**src/rtl/core/efb_pkg.sv**
```systemverilog
// Shared types, constants and the CRC-8 function of the escaped frame builder.
`timescale 1ns / 1ps

package efb_pkg;

    // Line control bytes.
    localparam logic [7:0] SOF_BYTE = 8'hC3;
    localparam logic [7:0] EOF_BYTE = 8'hC1;
    localparam logic [7:0] ESC_BYTE = 8'hC0;

    // CRC-8 polynomial, MSB first, init zero.
    localparam logic [7:0] CRC_POLY = 8'h2F;

    // Default depth of the command queue between front and back.
    localparam int QUEUE_DEPTH = 4;

    // One input request.
    typedef struct packed {
        logic       first_item;
        logic [1:0] packet_type;
        logic [2:0] target_station;
        logic       has_payload;
        logic [7:0] payload_byte;
        logic       last_item;
    } t_in_req;

    // One output request.
    typedef struct packed {
        logic [7:0] line_byte;
        logic       run_last;
    } t_out_req;

    // Classified command handed from the front to the back.
    typedef struct packed {
        logic       first;
        logic [7:0] hdr;
        logic       pay_en;
        logic       esc;
        logic [7:0] pay;
        logic       last;
    } t_efb_cmd;

    // Byte steps of the back sequencer.
    typedef enum logic [2:0] {
        ST_START,
        ST_SOF,
        ST_HDR,
        ST_ESC,
        ST_PAY,
        ST_CRC,
        ST_EOF
    } t_efb_step;

    // Folds one byte into the CRC, one bit per step.
    function automatic logic [7:0] crc_fold(input logic [7:0] crc, input logic [7:0] b);
        logic [7:0] v;
        v = crc ^ b;
        for (int k = 0; k < 8; k++) begin
            if (v[7]) begin
                v = {v[6:0], 1'b0} ^ CRC_POLY;
            end else begin
                v = {v[6:0], 1'b0};
            end
        end
        return v;
    endfunction

endpackage

```
**src/rtl/core/escaped_frame_builder_crc8.sv**
```systemverilog
// Top level of the escaped frame builder with CRC-8: front, command queue and back.
//
//   channel  direction  handshake          payload
//   in       input      valid / stall      t_in_req (one request per item)
//   out      output     valid / stall      t_out_req (one line byte per request)
//   cfg      input      valid / ready      own station id, 3 bits
//
// The back sends one line byte per cycle while the output is not stalled; an
// item makes one byte for a plain payload byte, two for an escaped one, and
// up to six for an item that opens and closes a packet.
// Items that make no byte are taken and dropped in the front and never enter the queue.
// The command queue holds QUEUE_DEPTH items, so the input stalls only when it is full.
// Reset is synchronous and active low; it clears the CRC, the station id and the queue.
`timescale 1ns / 1ps

module escaped_frame_builder_crc8 #(
    parameter int QUEUE_DEPTH = efb_pkg::QUEUE_DEPTH
) (
    input  logic              i_clk,
    input  logic              i_rst_n,
    input  logic              i_in_valid,
    output logic              o_in_stall,
    input  efb_pkg::t_in_req  i_in_req,
    output logic              o_out_valid,
    input  logic              i_out_stall,
    output efb_pkg::t_out_req o_out_req,
    input  logic              i_cfg_valid,
    output logic              o_cfg_ready,
    input  logic [2:0]        i_cfg_data
);

    logic              w_push;
    logic              w_full;
    logic              w_pop;
    logic              w_q_valid;
    efb_pkg::t_efb_cmd w_cmd;
    efb_pkg::t_efb_cmd w_head;

    // Request intake and classification.
    efb_front u_front (
        .i_clk       (i_clk),
        .i_rst_n     (i_rst_n),
        .i_in_valid  (i_in_valid),
        .o_in_stall  (o_in_stall),
        .i_in_req    (i_in_req),
        .i_cfg_valid (i_cfg_valid),
        .o_cfg_ready (o_cfg_ready),
        .i_cfg_data  (i_cfg_data),
        .i_q_full    (w_full),
        .o_push      (w_push),
        .o_cmd       (w_cmd)
    );

    // Command queue.
    efb_queue #(
        .DEPTH (QUEUE_DEPTH)
    ) u_queue (
        .i_clk   (i_clk),
        .i_rst_n (i_rst_n),
        .i_push  (w_push),
        .i_cmd   (w_cmd),
        .o_full  (w_full),
        .i_pop   (w_pop),
        .o_valid (w_q_valid),
        .o_head  (w_head)
    );

    // Byte sequencer and CRC.
    efb_back u_back (
        .i_clk       (i_clk),
        .i_rst_n     (i_rst_n),
        .i_q_valid   (w_q_valid),
        .i_q_head    (w_head),
        .o_q_pop     (w_pop),
        .o_out_valid (o_out_valid),
        .i_out_stall (i_out_stall),
        .o_out_req   (o_out_req)
    );

endmodule

```
**src/rtl/core/efb_front.sv**
```systemverilog
// Front part: holds the station id, accepts requests and classifies them into commands.
`timescale 1ns / 1ps

module efb_front (
    input  logic              i_clk,
    input  logic              i_rst_n,
    input  logic              i_in_valid,
    output logic              o_in_stall,
    input  efb_pkg::t_in_req  i_in_req,
    input  logic              i_cfg_valid,
    output logic              o_cfg_ready,
    input  logic [2:0]        i_cfg_data,
    input  logic              i_q_full,
    output logic              o_push,
    output efb_pkg::t_efb_cmd o_cmd
);

    logic [2:0] r_own_id;
    logic       w_special;
    logic       w_work;

    // Station id register, writable at any time.
    assign o_cfg_ready = 1'b1;

    always_ff @(posedge i_clk) begin
        if (!i_rst_n) begin
            r_own_id <= 3'd0;
        end else if (i_cfg_valid) begin
            r_own_id <= i_cfg_data;
        end
    end

    // A payload byte that collides with a control byte must be escaped.
    assign w_special = (i_in_req.payload_byte == efb_pkg::ESC_BYTE) ||
                       (i_in_req.payload_byte == efb_pkg::SOF_BYTE) ||
                       (i_in_req.payload_byte == efb_pkg::EOF_BYTE);

    // Requests that cause no output byte are taken and dropped here.
    assign w_work = i_in_req.first_item | i_in_req.has_payload | i_in_req.last_item;

    assign o_in_stall = i_q_full;
    assign o_push     = i_in_valid && !i_q_full && w_work;

    // Build the command: header byte, escape flag and the byte that follows any escape.
    always_comb begin
        o_cmd.first  = i_in_req.first_item;
        o_cmd.hdr    = {i_in_req.target_station, r_own_id, i_in_req.packet_type};
        o_cmd.pay_en = i_in_req.has_payload;
        o_cmd.esc    = i_in_req.has_payload && w_special;
        o_cmd.pay    = w_special ? {2'b00, i_in_req.payload_byte[5:0]}
                                 : i_in_req.payload_byte;
        o_cmd.last   = i_in_req.last_item;
    end

endmodule

```
**src/rtl/core/efb_queue.sv**
```systemverilog
// Short command queue that decouples the front from the back.
`timescale 1ns / 1ps

module efb_queue #(
    parameter int DEPTH = efb_pkg::QUEUE_DEPTH
) (
    input  logic              i_clk,
    input  logic              i_rst_n,
    input  logic              i_push,
    input  efb_pkg::t_efb_cmd i_cmd,
    output logic              o_full,
    input  logic              i_pop,
    output logic              o_valid,
    output efb_pkg::t_efb_cmd o_head
);

    localparam int PTR_W = (DEPTH > 1) ? $clog2(DEPTH) : 1;
    localparam int CNT_W = $clog2(DEPTH + 1);
    localparam logic [PTR_W-1:0] LAST_PTR = PTR_W'(DEPTH - 1);

    efb_pkg::t_efb_cmd r_slot [DEPTH];
    logic [PTR_W-1:0]  r_wr_ptr;
    logic [PTR_W-1:0]  r_rd_ptr;
    logic [CNT_W-1:0]  r_count;
    logic [PTR_W-1:0]  n_wr_ptr;
    logic [PTR_W-1:0]  n_rd_ptr;
    logic [CNT_W-1:0]  n_count;

    assign o_full  = (r_count == CNT_W'(DEPTH));
    assign o_valid = (r_count != '0);
    assign o_head  = r_slot[r_rd_ptr];

    // Pointer and fill-count updates.
    always_comb begin
        n_wr_ptr = r_wr_ptr;
        n_rd_ptr = r_rd_ptr;
        n_count  = r_count;
        if (i_push) begin
            n_wr_ptr = (r_wr_ptr == LAST_PTR) ? '0 : r_wr_ptr + 1'b1;
        end
        if (i_pop) begin
            n_rd_ptr = (r_rd_ptr == LAST_PTR) ? '0 : r_rd_ptr + 1'b1;
        end
        if (i_push && !i_pop) begin
            n_count = r_count + 1'b1;
        end else if (!i_push && i_pop) begin
            n_count = r_count - 1'b1;
        end
    end

    always_ff @(posedge i_clk) begin
        if (!i_rst_n) begin
            r_wr_ptr <= '0;
            r_rd_ptr <= '0;
            r_count  <= '0;
        end else begin
            r_wr_ptr <= n_wr_ptr;
            r_rd_ptr <= n_rd_ptr;
            r_count  <= n_count;
        end
    end

    // Slot storage.
    always_ff @(posedge i_clk) begin
        if (i_push) begin
            r_slot[r_wr_ptr] <= i_cmd;
        end
    end

endmodule

```
**src/rtl/core/efb_back.sv**
```systemverilog
// Back part: walks each command byte by byte, keeps the CRC and drives the output register.
`timescale 1ns / 1ps

module efb_back (
    input  logic              i_clk,
    input  logic              i_rst_n,
    input  logic              i_q_valid,
    input  efb_pkg::t_efb_cmd i_q_head,
    output logic              o_q_pop,
    output logic              o_out_valid,
    input  logic              i_out_stall,
    output efb_pkg::t_out_req o_out_req
);

    efb_pkg::t_efb_step r_step;
    efb_pkg::t_efb_step n_step;
    efb_pkg::t_efb_step w_eff;
    efb_pkg::t_efb_step w_next;
    efb_pkg::t_efb_step w_pay_step;
    logic [7:0]         r_crc;
    logic [7:0]         n_crc;
    logic [7:0]         w_crc_new;
    logic [7:0]         w_byte;
    logic               w_done;
    logic               w_adv;
    logic               w_fire;
    logic               r_out_valid;
    efb_pkg::t_out_req  r_out_req;

    // The output register moves whenever it is empty or being taken.
    assign w_adv  = !r_out_valid || !i_out_stall;
    assign w_fire = w_adv && i_q_valid;

    // Step sequencer: current byte, CRC update and following step.
    always_comb begin
        w_pay_step = i_q_head.esc ? efb_pkg::ST_ESC : efb_pkg::ST_PAY;
        if (r_step == efb_pkg::ST_START) begin
            if (i_q_head.first) begin
                w_eff = efb_pkg::ST_SOF;
            end else if (i_q_head.pay_en) begin
                w_eff = w_pay_step;
            end else begin
                w_eff = efb_pkg::ST_CRC;
            end
        end else begin
            w_eff = r_step;
        end

        w_byte    = efb_pkg::EOF_BYTE;
        w_crc_new = r_crc;
        w_done    = 1'b1;
        w_next    = efb_pkg::ST_START;
        case (w_eff)
            efb_pkg::ST_SOF: begin
                w_byte = efb_pkg::SOF_BYTE;
                w_done = 1'b0;
                w_next = efb_pkg::ST_HDR;
            end
            efb_pkg::ST_HDR: begin
                w_byte    = i_q_head.hdr;
                w_crc_new = efb_pkg::crc_fold(8'h00, i_q_head.hdr);
                if (i_q_head.pay_en) begin
                    w_done = 1'b0;
                    w_next = w_pay_step;
                end else if (i_q_head.last) begin
                    w_done = 1'b0;
                    w_next = efb_pkg::ST_CRC;
                end
            end
            efb_pkg::ST_ESC: begin
                w_byte    = efb_pkg::ESC_BYTE;
                w_crc_new = efb_pkg::crc_fold(r_crc, efb_pkg::ESC_BYTE);
                w_done    = 1'b0;
                w_next    = efb_pkg::ST_PAY;
            end
            efb_pkg::ST_PAY: begin
                w_byte    = i_q_head.pay;
                w_crc_new = efb_pkg::crc_fold(r_crc, i_q_head.pay);
                if (i_q_head.last) begin
                    w_done = 1'b0;
                    w_next = efb_pkg::ST_CRC;
                end
            end
            efb_pkg::ST_CRC: begin
                w_byte = r_crc;
                w_done = 1'b0;
                w_next = efb_pkg::ST_EOF;
            end
            efb_pkg::ST_EOF: begin
                w_byte = efb_pkg::EOF_BYTE;
            end
            default: begin
                w_byte = efb_pkg::EOF_BYTE;
            end
        endcase

        n_step = r_step;
        n_crc  = r_crc;
        if (w_fire) begin
            n_step = w_done ? efb_pkg::ST_START : w_next;
            n_crc  = w_crc_new;
        end
    end

    assign o_q_pop = w_fire && w_done;

    // State, CRC and output valid.
    always_ff @(posedge i_clk) begin
        if (!i_rst_n) begin
            r_step      <= efb_pkg::ST_START;
            r_crc       <= 8'h00;
            r_out_valid <= 1'b0;
        end else begin
            r_step <= n_step;
            r_crc  <= n_crc;
            if (w_adv) begin
                r_out_valid <= i_q_valid;
            end
        end
    end

    // Output payload register.
    always_ff @(posedge i_clk) begin
        if (w_fire) begin
            r_out_req.line_byte <= w_byte;
            r_out_req.run_last  <= w_done;
        end
    end

    assign o_out_valid = r_out_valid;
    assign o_out_req   = r_out_req;

`ifndef SYNTHESIS
    // The trailer is only ever started for a command that ends the packet.
    a_crc_needs_last: assert property (@(posedge i_clk) disable iff (!i_rst_n)
        (i_q_valid && w_eff == efb_pkg::ST_CRC) |-> i_q_head.last)
        else $error("CRC byte started for a command without last set");

    // A sequence in progress always has a command waiting in the queue.
    a_mid_has_cmd: assert property (@(posedge i_clk) disable iff (!i_rst_n)
        (r_step != efb_pkg::ST_START) |-> i_q_valid)
        else $error("sequencer mid-command with an empty queue");

    // Sending a header restarts the CRC from that header alone.
    a_hdr_crc: assert property (@(posedge i_clk) disable iff (!i_rst_n)
        (w_fire && w_eff == efb_pkg::ST_HDR) |=>
            (r_crc == $past(efb_pkg::crc_fold(8'h00, i_q_head.hdr))))
        else $error("CRC not restarted from the header");

    // The escape byte is always followed by the payload step of the same command.
    a_esc_then_pay: assert property (@(posedge i_clk) disable iff (!i_rst_n)
        (w_fire && w_eff == efb_pkg::ST_ESC) |=> (r_step == efb_pkg::ST_PAY))
        else $error("escape byte not followed by its payload byte");
`endif

endmodule
```
**config.mk**
```make
export PLATFORM = sky130hd
export DESIGN_NAME = escaped_frame_builder_crc8
export DESIGN_NICKNAME = d
export VERILOG_FILES = /design/src/rtl/core/efb_pkg.sv /design/src/rtl/core/escaped_frame_builder_crc8.sv /design/src/rtl/core/efb_front.sv /design/src/rtl/core/efb_queue.sv /design/src/rtl/core/efb_back.sv
export SDC_FILE = /design/constraint.sdc
export NUM_CORES = 1
export LEC_CHECK = 0
export ABC_AREA = 0
export BUFFER_PORTS_ARGS = -buffer_cell sky130_fd_sc_hd__buf_2
export CORE_ASPECT_RATIO = 0.6
export CORE_MARGIN = 2
export CORE_UTILIZATION = 55
export CTS_BUF_LIST = sky130_fd_sc_hd__clkbuf_8 sky130_fd_sc_hd__clkbuf_16
export DETAILED_ROUTE_END_ITERATION = 10
export GPL_TIMING_DRIVEN = 0
export PLACE_DENSITY = 0.75
export SYNTH_ARGS = -nofsm -noshare
export SYNTH_HDL_FRONTEND = slang
export SYNTH_SLANG_ARGS = --single-unit
```
**constraint.sdc**
```tcl
create_clock -name i_clk -period 3.3 [get_ports i_clk]
set_input_delay 0.33 -clock i_clk [delete_from_list [all_inputs] [get_ports i_clk]]
set_output_delay 0.33 -clock i_clk [all_outputs]
set_load 0.01 [all_outputs]
```
; Word level (Yosys, flattened, before mapping)
; Memories as Yosys holds them, arrays and structs flattened. A register that Yosys moved wholly into a read port is not among the register bits.
; Index checks and enable logic that the tools add are counted.
[totals]
ff_bits = 31
latch_bits = 0
mem_bits_rw = 80
mem_bits_ro = 0
elab_cells = 141
n_memories = 1
[memory_table]
columns = memory, depth, width, rd, rd_clocked_by_memory_dff, write_ports, line
row1 = u_queue.r_slot, 4, 20, 1, 1, 1, efb_queue.sv:21  ; efb_pkg::t_efb_cmd r_slot [DEPTH];
[op_classes]
n_addsub = 4
n_mul = 0
div_mod_pow = 0
n_lt_le_gt_ge = 0
eq_ne = 11
shifts = 0
n_mux = 67
bitwise = 28
n_reduce_logical = 21
[op_table]
columns = operator, count
row1 = 2-to-1 mux 8 bit, 22
row2 = 2-to-1 mux 6 bit, 24
row3 = inverter 5 bit, 24
row4 = case mux 8 bit (5 select lines), 1
row5 = 2-to-1 mux 3 bit, 9
row6 = "== test 8 bit, second input constant", 3
row7 = case mux 8 bit (3 select lines), 1
row8 = case mux 3 bit (5 select lines), 1
row9 = "== test 3 bit, second input constant", 3
row10 = 2-to-1 mux 2 bit, 4
row11 = XOR 8 bit, 1
row12 = logical AND 1 bit, 7
row13 = "== test 3 x 2 -> 1 bit, second input constant", 2
row14 = nonzero test 3 bit, 2
row15 = logical NOT 1 bit, 5
row16 = "adder 2 x 1 -> 2 bit, second input constant", 2
row17 = "== test 2 bit, second input constant", 2
row18 = 2-to-1 mux 1 bit, 4
row19 = "adder 3 x 1 -> 3 bit, second input constant", 1
row20 = "== test 3 x 1 -> 1 bit, second input constant", 1
row21 = logical NOT 3 bit, 1
row22 = logical OR 1 bit, 3
row23 = case mux 1 bit (3 select lines), 1
row24 = OR reduction 3 bit, 1
row25 = 5 further kinds, 6

; Longest topological paths before layout
[depth]
ltp_word = 27
depth_mapped = 12
ltp_nobuf = 11

; Modules after synthesis
; From an unflattened synthesis, not the netlist that was laid out.
[unflattened]
cells_unflattened = 384
area_unflattened_um2 = 5442.7
[modules_own_cells]
columns = mod, n_inst, cells_per_inst, area_each_um2, seq_area_each_um2
row1 = efb_queue, 1, 148, 3344.5, 2582.5
row2 = efb_back, 1, 200, 1790.5, 510.5
row3 = efb_front, 1, 36, 307.8, 60.1

; Worst setup path before layout
; Ideal clock, no wire load.
[synth_path]
path_kind = reg-to-reg
startpoint = register with a tool-made name
endpoint = register u_queue.r_count[2]
setup_ns = 0.076
arrival_ns = 3.035
setup_slack_ns = 0.189
stages_incl_launch_ff = 13
period_less_slack_ns = 3.111
cell_sequence = dfxtp_1 buf_6 mux4_2 nor3b_4 o31ai_4 o21ai_2 nand2_2 ha_1 inv_1 fa_1 xor2_1 or3_1 a21boi_0
[synth_rtl]
columns = item, line
row1 = to (signal assigned), efb_queue.sv:59  ; r_count <= n_count;
row2 = to (decl), efb_queue.sv:24  ; logic [CNT_W-1:0] r_count;

==> flow_summary.toml <==
[run_status]
status = "finished, final reports clean"

[sta]
fmax_mhz = 313
finalSetupViolations = 0
skew_ns = 0.00990
fin_ws_ns = 0.104
max_slew_margin_pct = 21.6
hold_viol = 0
whs_ns = 0.128
rsz0062_at_grt = "no"
slew_violations = 0
finalCriticalPeriod_ns = 3.20
tightest_slew_ns = 1.18
post-route-period-util_pct = 96.9

[cells_and_area]
layout_commonest_cell = "edfxtp_1"
fill_cells = 701
drive_above_1_share_pct = 24.3
finalNonFillerCells = 592
antenna_cells = 0
mostFrequentLayoutCells = "89 x edfxtp_1, 39 x buf_2, 37 x xnor2_1"
seqCellArea_um2 = 3150
multiInputGateArea_um2 = 2260
synthToLayoutAreaGrowth_pct = 17.2
nNetsFinal = 475

[placed_design]
dp_cells = 555
dpl.hpwl_um = 8000
dpl_worst_slack_ns = -0.242
gp_congestion = 0.883
portBuffers = 34

[setup_path]
reg2reg_depth = 13
path_max_fanout = 5
slowest_delay_ns = 0.61
cp-start-kind = "flop"
critPathSlowestCell = "mux4_2"
worst_ep_arrival_time_ns = 3.52
rrSetupSlack_ns = 0.10
cp.buffers_inverters = 3
path_class = "reg -> reg"
reg2reg_to = "u_queue.r_count[2]"
worstSetupEndpoint = "u_queue.r_count[2]"
cp_top_family = "compound AO/OA/AOI/OAI gates"
crit_required_ns = 3.63
worstPathCellList = "buf_6 -> buf_4 -> mux4_2 -> a211o_1 -> o311a_1 -> o21ai_2 -> nand2_2 -> ha_1 -> inv_1 -> fa_1 -> xor2_1 -> or3_1 -> a21boi_0"
crit_cells = 13
endpoint_kind = "flop"

[hold_path]
holdCritPathClass = "in -> reg"
min_path_cells = 1

[die]
die_h_um = 81.6
die_area_um2 = 10900
io_pins = 36
initial_utilization_pct = 56.3
rows = 28
die_x_um = 133
core-area_um2 = 9810

[routing]
antenna_left = 0
vias_per_cell = 5.78
firstDrtPassIters = 5
drt_iter0_markers = 340
finalWirelength_um = 11700
vias = 3424
avgRoutedWirePerCell_um = 19.8
drc = 0

[clock_network]
cts_max_path_buffers = 2
cts_sinks = 113
clk_latency_ns = 0.42
cts_tree = "built"
h-tree-depth = 4
root_buffer = "clkbuf_16"
path_clk_slew_ns = 0.06
cts_buffers = 17
holdBufCountCts = 0

[flow_run]
cap_violations = 0

[global_routing]
grt_util_all_layers_pct = 23.7
grt_pass1_wl_um = 18500
grt.overflow.total = 0
grt_max_degree = 21
antenna_found_initial = 0
grt_pass1_vias = 3291

[synthesis]
seq_area_frac_synth_pct = 57.1
synthDistinctLibCells = 58
async_flop_share_pct = 0
syn_avg_cell_area_um2 = 14.3
ys_ff_latch = 113
ys_warn_count = 0
synth_cells = 386
syn-cell-area_um2 = 5520
synth.net_count = 417
synthFlopType = "edfxtp_1"
synth_edf_count = 89

[power]
power.density_nw_per_um2 = 1160
leakage_nw = 2.35
ir_worst_vdd_mv = 0.663
[kinds of logic after synthesis]
kind of cell    after synthesis  share of synthesized area, %
simple gates                 67                          6.52
flops                       113                          57.1
other cells                   1                        0.0679
mux                          27                          9.69
compound gates               78                          9.31
fa+ha+maj                     7                          1.72
xor+xnor                     69                          13.5
buf+inv                      24                          2.08
[worst min-delay path by stage]
stage | endpoint | start
detailed placement | u_back.o_out_valid | u_back.o_out_valid
global placement | u_back.o_out_valid | u_back.o_out_valid
CTS | u_queue.r_slot[3][16] | i_in_req[10]
finish | u_queue.r_slot[3][16] | i_in_req[10]
global route | u_queue.r_slot[1][12] | i_in_req[14]
floorplan | u_queue.r_slot[0][0] | i_in_req[0]
[report_power, final]
group / switching [mW] / internal [mW] / total, mW / leakage (nW)
combinational: 2.11 / 1.69 / 3.80 / 1.05
clock: 0.653 / 1.10 / 1.75 / 0.278
sequential: 0.120 / 1.81 / 1.93 / 1.02
[metal layers]
layer / routed length [um] / up-vias / GRT usage, %
met1: 5760 / 1698 / 35.3
met2: 4970 / 145 / 33.2
met3: 882 / 11 / 6.36
li1: - / 1570 / -
met4: 122 / 0 / 9.26
met5: 0 / - / 0
[flip-flops by register name (all words and copies together), names as in the netlist, named ones only]
register,cells
u_queue.r_rd_ptr,2
u_queue.r_count,3
u_front.r_own_id,3
u_queue.r_wr_ptr,2
u_back.r_step,3
u_back.o_out_req,9
u_back.r_crc,8
u_queue.r_slot,80
u_back.o_out_valid,1
[synthesized netlist by cell type, types with 5 or more instances]
cell type / instances / share of area, %
a21oi_1: 18 / 1.6
a22oi_1: 6 / 0.82
and2_1: 7 / 0.79
buf_2: 5 / 0.45
clkbuf_1: 9 / 0.61
dfxtp_1: 24 / 8.7
edfxtp_1: 89 / 48
ha_1: 6 / 1.4
inv_1: 7 / 0.48
mux2i_1: 7 / 1.3
mux4_2: 16 / 6.5
nand2_1: 23 / 1.6
nor2_1: 13 / 0.88
nor2b_1: 9 / 1.0
o21ai_0: 21 / 1.9
o22ai_1: 5 / 0.57
xnor2_1: 37 / 5.9
xnor2_2: 6 / 1.8
xor2_1: 19 / 3.0
[metrics by stage]
| step | total power, mW | setup TNS [ns] | instance area (um2) | utilization (%) |
|---|---|---|---|---|
| 2_1_floorplan | 4.79 | 0 | 5520 | - |
| 3_3_place_gp | 5.51 | -0.0898 | 5860 | 59.8 |
| 3_5_place_dp | 5.58 | -0.242 | 5860 | 59.8 |
| 4_1_cts | 7.43 | 0 | 6470 | 66.0 |
| 5_1_grt | 7.86 | 0 | 6470 | 66.0 |
| 6_report | 7.48 | 0 | 6470 | 66.0 |
[area by class of cell]
type	instances	area share, %
Buffer	17	1.37
Clock buffer	17	6.57
Clock inverter	15	2.24
Inverter	7	0.406
Multi-Input combinational cell	249	34.9
Sequential cell	113	48.7
Tap cell	135	2.61
Timing Repair Buffer	39	3.21
[timing repair]
action,in CTS,in global routing
resized for setup,0,1
buffers inserted,5,0
pin swaps,1,0
endpoints found under the setup margin,1,1
(Power assumes the default switching activity.)
